### src/rtl/core/brdt_pkg.sv
package brdt_pkg;

    localparam int BLK_W  = 16;
    localparam int ENT_W  = 16;
    localparam int ID_W   = 40;
    localparam int BKT_W  = 7;
    localparam int DIST_W = 29;
    localparam int CNT_W  = 32;
    localparam int SUM_W  = 48;
    localparam int SQR_W  = 64;
    localparam int MIB_SH = 8;
    localparam int GIB_SH = 10;
    localparam int BUCKETS = 1 << BKT_W;

    localparam logic [1:0] OP_WRITE     = 2'd0;
    localparam logic [1:0] OP_RD_ENTRY  = 2'd1;
    localparam logic [1:0] OP_RD_BUCKET = 2'd2;

    typedef struct packed {
        logic [1:0]       op;
        logic [BLK_W-1:0] block_address;
        logic [ENT_W-1:0] read_index;
    } t_in;

    typedef struct packed {
        logic              is_new;
        logic [ENT_W-1:0]  entry_index;
        logic [DIST_W-1:0] distance_mib;
        logic [CNT_W-1:0]  count_out;
        logic [SUM_W-1:0]  sum_out;
        logic [SQR_W-1:0]  sqr_sum_out;
        logic [CNT_W-1:0]  bucket_count;
    } t_out;

    typedef struct packed {
        logic             accept;
        logic             clr_we;
        logic [BLK_W-1:0] clr_addr;
        logic             map_step;
        logic             exe_step;
        logic             upd_step;
        logic             rd_out;
    } t_cmd;

endpackage

### src/rtl/core/brdt_ctrl.sv
module brdt_ctrl
    import brdt_pkg::*;
(
    input  logic       i_clk,
    input  logic       i_rst_n,
    input  logic       i_start,
    input  logic [1:0] i_op,
    output logic       o_busy,
    output t_cmd       o_cmd
);

    typedef enum logic [2:0] {S_CLEAR, S_IDLE, S_MAP, S_EXE, S_UPD, S_READ} t_state;

    t_state           r_state, n_state;
    logic [BLK_W-1:0] r_clr, n_clr;

    always_comb begin
        n_state = r_state;
        n_clr   = r_clr;
        unique case (r_state)
            S_CLEAR: begin
                n_clr = r_clr + 1'b1;
                if (&r_clr) begin
                    n_state = S_IDLE;
                end
            end
            S_IDLE: begin
                if (i_start) begin
                    n_state = (i_op == OP_WRITE) ? S_MAP : S_READ;
                end
            end
            S_MAP:  n_state = S_EXE;
            S_EXE:  n_state = S_UPD;
            S_UPD:  n_state = S_IDLE;
            S_READ: n_state = S_IDLE;
            default: n_state = S_IDLE;
        endcase
    end

    always_ff @(posedge i_clk) begin
        if (!i_rst_n) begin
            r_state <= S_CLEAR;
            r_clr   <= '0;
        end else begin
            r_state <= n_state;
            r_clr   <= n_clr;
        end
    end

    assign o_busy         = (r_state != S_IDLE);
    assign o_cmd.accept   = (r_state == S_IDLE) && i_start;
    assign o_cmd.clr_we   = (r_state == S_CLEAR);
    assign o_cmd.clr_addr = r_clr;
    assign o_cmd.map_step = (r_state == S_MAP);
    assign o_cmd.exe_step = (r_state == S_EXE);
    assign o_cmd.upd_step = (r_state == S_UPD);
    assign o_cmd.rd_out   = (r_state == S_READ);

endmodule

### config.mk
export PLATFORM = sky130hd
export DESIGN_NAME = brdt_ctrl
export DESIGN_NICKNAME = d
export VERILOG_FILES = /design/src/rtl/core/brdt_pkg.sv /design/src/rtl/core/brdt_ctrl.sv
export SDC_FILE = /design/constraint.sdc
export NUM_CORES = 1
export LEC_CHECK = 0
export ABC_AREA = 1
export BUFFER_PORTS_ARGS = -buffer_cell sky130_fd_sc_hd__buf_2
export CAP_MARGIN = 25
export CORE_MARGIN = 2
export CORE_UTILIZATION = 46
export DETAILED_ROUTE_END_ITERATION = 16
export PLACE_DENSITY = 0.77
export REMOVE_ABC_BUFFERS = 1
export SLEW_MARGIN = 20
export SYNTH_ARGS = -nofsm -noshare
export SYNTH_HDL_FRONTEND = slang
export SYNTH_SLANG_ARGS = --single-unit
export TNS_END_PERCENT = 10
### constraint.sdc
create_clock -name i_clk -period 1.4 [get_ports i_clk]
set_clock_uncertainty 0.1 [all_clocks]
set_input_delay 0.21 -clock i_clk [delete_from_list [all_inputs] [get_ports i_clk]]
set_output_delay 0.21 -clock i_clk [all_outputs]
set_load 0.05 [all_outputs]
==> results.toml, run 1 <==
[status]
status = "finished with violations"
violations = "setup timing"

[critical_path]
critPathRequiredTime_ps = 1090
arrival_ps = 1170
crit_path_start_kind = "register"
cp_max_fo = 5
crit_type = "reg2out"
cp-end-kind = "primary output"
rr_worst_depth = 7

[pwr]
fin_total_pwr_w = 0.0009213
p_per_area_nw_per_um2 = 648.7
ir_drop_mv = 0.3588
p_leak_nw = 0.6286

[sta]
maxSlewHeadroom_pct = 78.37
period_share_pct = 106.0
fin_ws_ps = -84.52
drv_slew = 0
finalHoldViolations = 0
worst_slew_pin_slew_ps = 323.3
setup_tns_ps = -434.1
period_needed_ps = 1485
holdWs_ps = 136.9
setup_viol_count_final = 7
fmax_mhz = 673.6
grt_setup_unrepaired = "true"

[synth]
synthCells = 149
synth_warnings = 0
synth_area_leaders = "dfxtp_1 (37%), nor2_1 (11%), nand2_1 (11%)"
syn_avg_cell_area_um2 = 6.928
yosys.area.top_type = "dfxtp_1"
synth.distinct_cells = 25
yosysTopAreaCellShare_pct = 36.85
syn-cell-area_um2 = 1032
yosysSeqAreaShare_pct = 36.85
ys_ff_latch = 19

[cells_and_area]
multi_input_area_um2 = 615.6
seqCellArea_um2 = 386.6
nFillCells = 189
drive_above_1_share_pct = 37.17
areaGrowthSynthToFinish_pct = 37.58
fin_nets = 198
layout_common_cells = "nand2_1 (28), nor2_1 (25), buf_2 (19), inv_1 (16), dfxtp_1 (16)"
fin_cells = 219
final_common_cell = "nand2_1"
antennaDiodeCount = 0

[floorplanning]
core_um2 = 2170
rows = 17
fp.dieH_um = 51.37
die_x_um = 51.37
die_area_um2 = 2639
ioPinCount = 28
initial_utilization_pct = 47.58

[placed_design]
numPortBuffers = 27
gp_congestion = 0.8492
dp_slack_ps = 22.92
dp.cells = 209
dp_hpwl_mm = 1.734

[routing]
routed-via-count = 1104
drt_iter0_drc = 12
wl_mm = 2.451
drc_errors = 0
drt_pre_antenna_iters = 4
vias_per_cell = 5.041
wl_per_cell_um = 11.19
ant_nets = 0

[global_routing]
grt_max_degree = 13
gr-usage-all-layers_pct = 22.44
grt_pass1_vias = 1067
grt_pass1_wl_mm = 4.395
grt-ovfl-total = 0
antenna_found_initial = 0

[worst_hold_path]
hold_depth = 3
hp-class = "in2reg"

[cts]
clk_latency_ps = 310
cts.sinks = 19
cts_buffers = 3
htree_levels = 1
clockBufferDepth = 2
postCtsHoldBufs = 0
cts_tree = "done"
cts-root-buf = "clkbuf_4"
path_clk_slew_ps = 120

[run]
drv_cap = 0
## cell usage after synthesis
master / n
xor2_1: 1
xnor2_1: 2
nand2_1: 29
nor3_1: 2
nand2_2: 1
nor2_8: 1
inv_1: 18
a31o_2: 1
buf_2: 1
nor2_2: 5
o21ai_0: 6
nor2_1: 30
nand2_4: 2
nand3_2: 2
nor3_4: 1
ha_1: 1
nor3b_2: 1
dfxtp_1: 19
a21oi_1: 9
nand3_1: 8
o21bai_1: 1
o211ai_1: 1
inv_2: 2
nand4_1: 4
o21ai_2: 1
## timing repair
| action | CTS | global route |
|---|---|---|
| setup endpoints to repair | 7 | 22 |
| gates cloned | 0 | 0 |
| pin swaps | 4 | 6 |
| resized for setup | 27 | 8 |
| setup buffers | 5 | 1 |
## registers in the layout, summed over array words and instances, names as in the netlist
signal	flops
r_state	3
r_clr	16
## routing by layer
layer,wire length (µm),vias up,GRT usage [%]
li1,-,563,-
met1,1035,499,24.14
met2,1212,32,39.10
met3,112,10,5.556
met4,91,0,13.60
met5,0,-,0
## kinds of logic after synthesis
group                    after synthesis  share of synthesized area, %
AND/OR/NAND/NOR                       86                         41.21
buffers and inverters                 21                         7.757
AO/OA/AOI/OAI                         19                         10.42
flip-flops                            19                         36.85
XOR/XNOR                               3                         2.546
adder cells (fa/ha/maj)                1                         1.212
## stage by stage
stage	instance area (µm²)	utilization, %
floorplan	1027	-
global placement	1242	57.27
detailed placement	1242	57.27
CTS	1386	63.90
global route	1420	65.46
finish	1420	65.46
## power breakdown
group	internal (W)	switching, W
combinational	0.0000230	0.0000529
clock	0.000111	0.000183
sequential	0.000546	0.00000557
## cell type report
class | count | area share (%)
Timing Repair Buffer | 39 | 19.65
Multi-Input combinational cell | 109 | 43.35
Sequential cell | 19 | 27.22
Tap cell | 28 | 2.467
Clock buffer | 4 | 1.850
Inverter | 20 | 5.463
## critical path: stages (launching register included)
cell	delay, ps
dfxtp_4	390
inv_2	120
nand2_4	90
nor2_4	90
buf_6	160
## path summary, 6_finish.rpt
path	endpoint	start	slack (ps)
worst min-delay path	r_clr[13]	i_rst_n	140
worst max-delay path	o_cmd[1]	r_state[1]	-80
worst min register to register	r_clr[14]	r_clr[14]	360
worst max register to register	r_clr[11]	r_state[0]	10
(Power assumes the default switching activity.)
==> run 2, diff against run 1 <==
- CORE_MARGIN: 2 -> default
- CORE_UTILIZATION: 46 -> 48
- CTS_BUF_LIST: default -> sky130_fd_sc_hd__clkbuf_4 sky130_fd_sc_hd__clkbuf_8
- PLACE_DENSITY: 0.77 -> 0.8
==> results.toml, run 2 (synthesis gave the netlist of run 1 again) <==
[cells_and_area]
layout_common_cells = "nand2_1 (28), nor2_1 (24), inv_1 (17), buf_2 (16), dfxtp_1 (16)"
multi_input_area_um2 = 621.8
nFillCells = 156
largest_reg_flops = 16
reg_top3 = "r_clr (16), r_state (3)"
final_common_cell = "nand2_1"
areaGrowthSynthToFinish_pct = 37.33
final_util_pct = 71.53
seqCellArea_um2 = 386.6
fin_nets = 195
top_register = "r_clr"
drive_above_1_share_pct = 36.70
antennaDiodeCount = 0

[floorplanning]
die_area_um2 = 2340
core_um2 = 1982
fp.dieH_um = 48.38
die_x_um = 48.38
ioPinCount = 28
rows = 16
initial_utilization_pct = 52.08

[global_routing]
grt_max_degree = 13
grt_pass1_vias = 977
grt_pass1_wl_mm = 4.126
antenna_found_initial = 0
grt-ovfl-total = 0
gr-usage-all-layers_pct = 22.67

[status]
status = "finished with violations"
violations = "setup timing"

[critical_path]
cp.buffers_inverters = 2
crit_slowest_cell = "dfxtp_2"
arrival_ps = 1200
rr_endpoint = "r_state[2]"
critPathRequiredTime_ps = 1090
crit_path_cell_trace = "inv_4 > nand2_1 > nor2_2 > buf_6"
rr_worst_depth = 6
rr_startpoint = "r_clr[8]"
crit_type = "reg2out"
regToRegSetupSlack_ps = -20
cp-end-kind = "primary output"
cp_max_fo = 4
crit_path_start_kind = "register"
path_delay_family = "flip-flops"
slowest_delay_ps = 370

[sta]
setup_viol_count_final = 11
worst_slew_pin_slew_ps = 337.2
period_needed_ps = 1509
fmax_mhz = 662.5
maxSlewHeadroom_pct = 77.44
finalHoldViolations = 0
fin_ws_ps = -109.5
grt_setup_unrepaired = "true"
drv_slew = 0
period_share_pct = 107.8

[cts]
clk_latency_ps = 300
htree_levels = 1
cts-root-buf = "clkbuf_4"
postCtsHoldBufs = 0
clockBufferDepth = 2
cts.sinks = 19
cts_buffers = 3
path_clk_slew_ps = 100
cts_tree = "done"

[routing]
drt_iter0_drc = 13
drc_errors = 0
routed-via-count = 1093
wl_per_cell_um = 12.40
ant_nets = 0
vias_per_cell = 5.084
wl_mm = 2.667
drt_pre_antenna_iters = 4

[placed_design]
gp_congestion = 0.8453
dp_slack_ps = 48.80
numPortBuffers = 27
dp_hpwl_mm = 1.661

[worst_hold_path]
min_to = "r_clr[11]"
hp-class = "in2reg"
hold_depth = 3
hp-start = "i_rst_n"

[pwr]
p_per_area_nw_per_um2 = 653.6
ir_drop_mv = 0.4787
p_leak_nw = 0.6165

[run]
drv_cap = 0
[run 2: routing by layer]
metal | global-route usage, % | wire length, µm | part of all wire, %
met2 | 39.44 | 1331 | 50
met3 | 3.459 | 129 | 4.8
met5 | 0 | 0 | 0
met1 | 26.67 | 1122 | 42
met4 | 12.25 | 83 | 3.1
[run 2: worst max-delay path by stage]
stage	startpoint	end	slack, ps	cells after the start
after floorplan	r_state[0]	o_cmd[21]	-630	4
after global placement	r_state[0]	o_cmd[21]	80	5
after detailed placement	r_state[0]	o_cmd[21]	50	5
after CTS	r_state[0]	o_cmd[21]	-80	5
after global routing	r_clr[8]	r_state[2]	-170	6
final	r_state[2]	o_cmd[3]	-110	4
[run 2: final cells by class]
type / count / area share (%)
multi-input combinational: 109 / 43.87
inverter: 20 / 5.472
tap: 27 / 2.383
timing repair buffer: 36 / 18.89
sequential: 19 / 27.27
clock buffer: 4 / 2.118
[run 2: worst register-to-register path: stages (launching register included)]
cell and delay, ps:
dfxtp_1 420, nand2_1 90, nor2_1 220, nand2_1 120, o21ai_2 200, nand3_1 100
nor2_1 110
[run 2: timing repair]
item                       4_1_cts  5_1_grt
gates resized for setup         25       15
pin swaps                        5        6
setup buffers                    4        0
setup endpoints to repair        7       26
hold endpoints to repair         0        0
[run 2: power by group]
part           internal (W)  total (W)  switching [W]
Clock              0.000130   0.000296       0.000166
Combinational     0.0000252  0.0000793      0.0000541
Sequential         0.000545   0.000551     0.00000572
Total              0.000701   0.000927       0.000226
[run 2: metrics by stage]
stage | cell area, µm² | TNS, ps | instances | hold WS [ps] | power (W)
3_5_place_dp | 1234 | 0 | 207 | 353.7 | 0.0006403
3_3_place_gp | 1234 | 0 | 207 | 346.7 | 0.0006380
2_1_floorplan | 1027 | -5251 | 148 | 231.4 | 0.0006109
4_1_cts | 1364 | -364.0 | 215 | 131.5 | 0.0009308
5_1_grt | 1418 | -1995 | 215 | 162.1 | 0.0009668
6_report | 1418 | -526.3 | 215 | 139.3 | 0.0009265
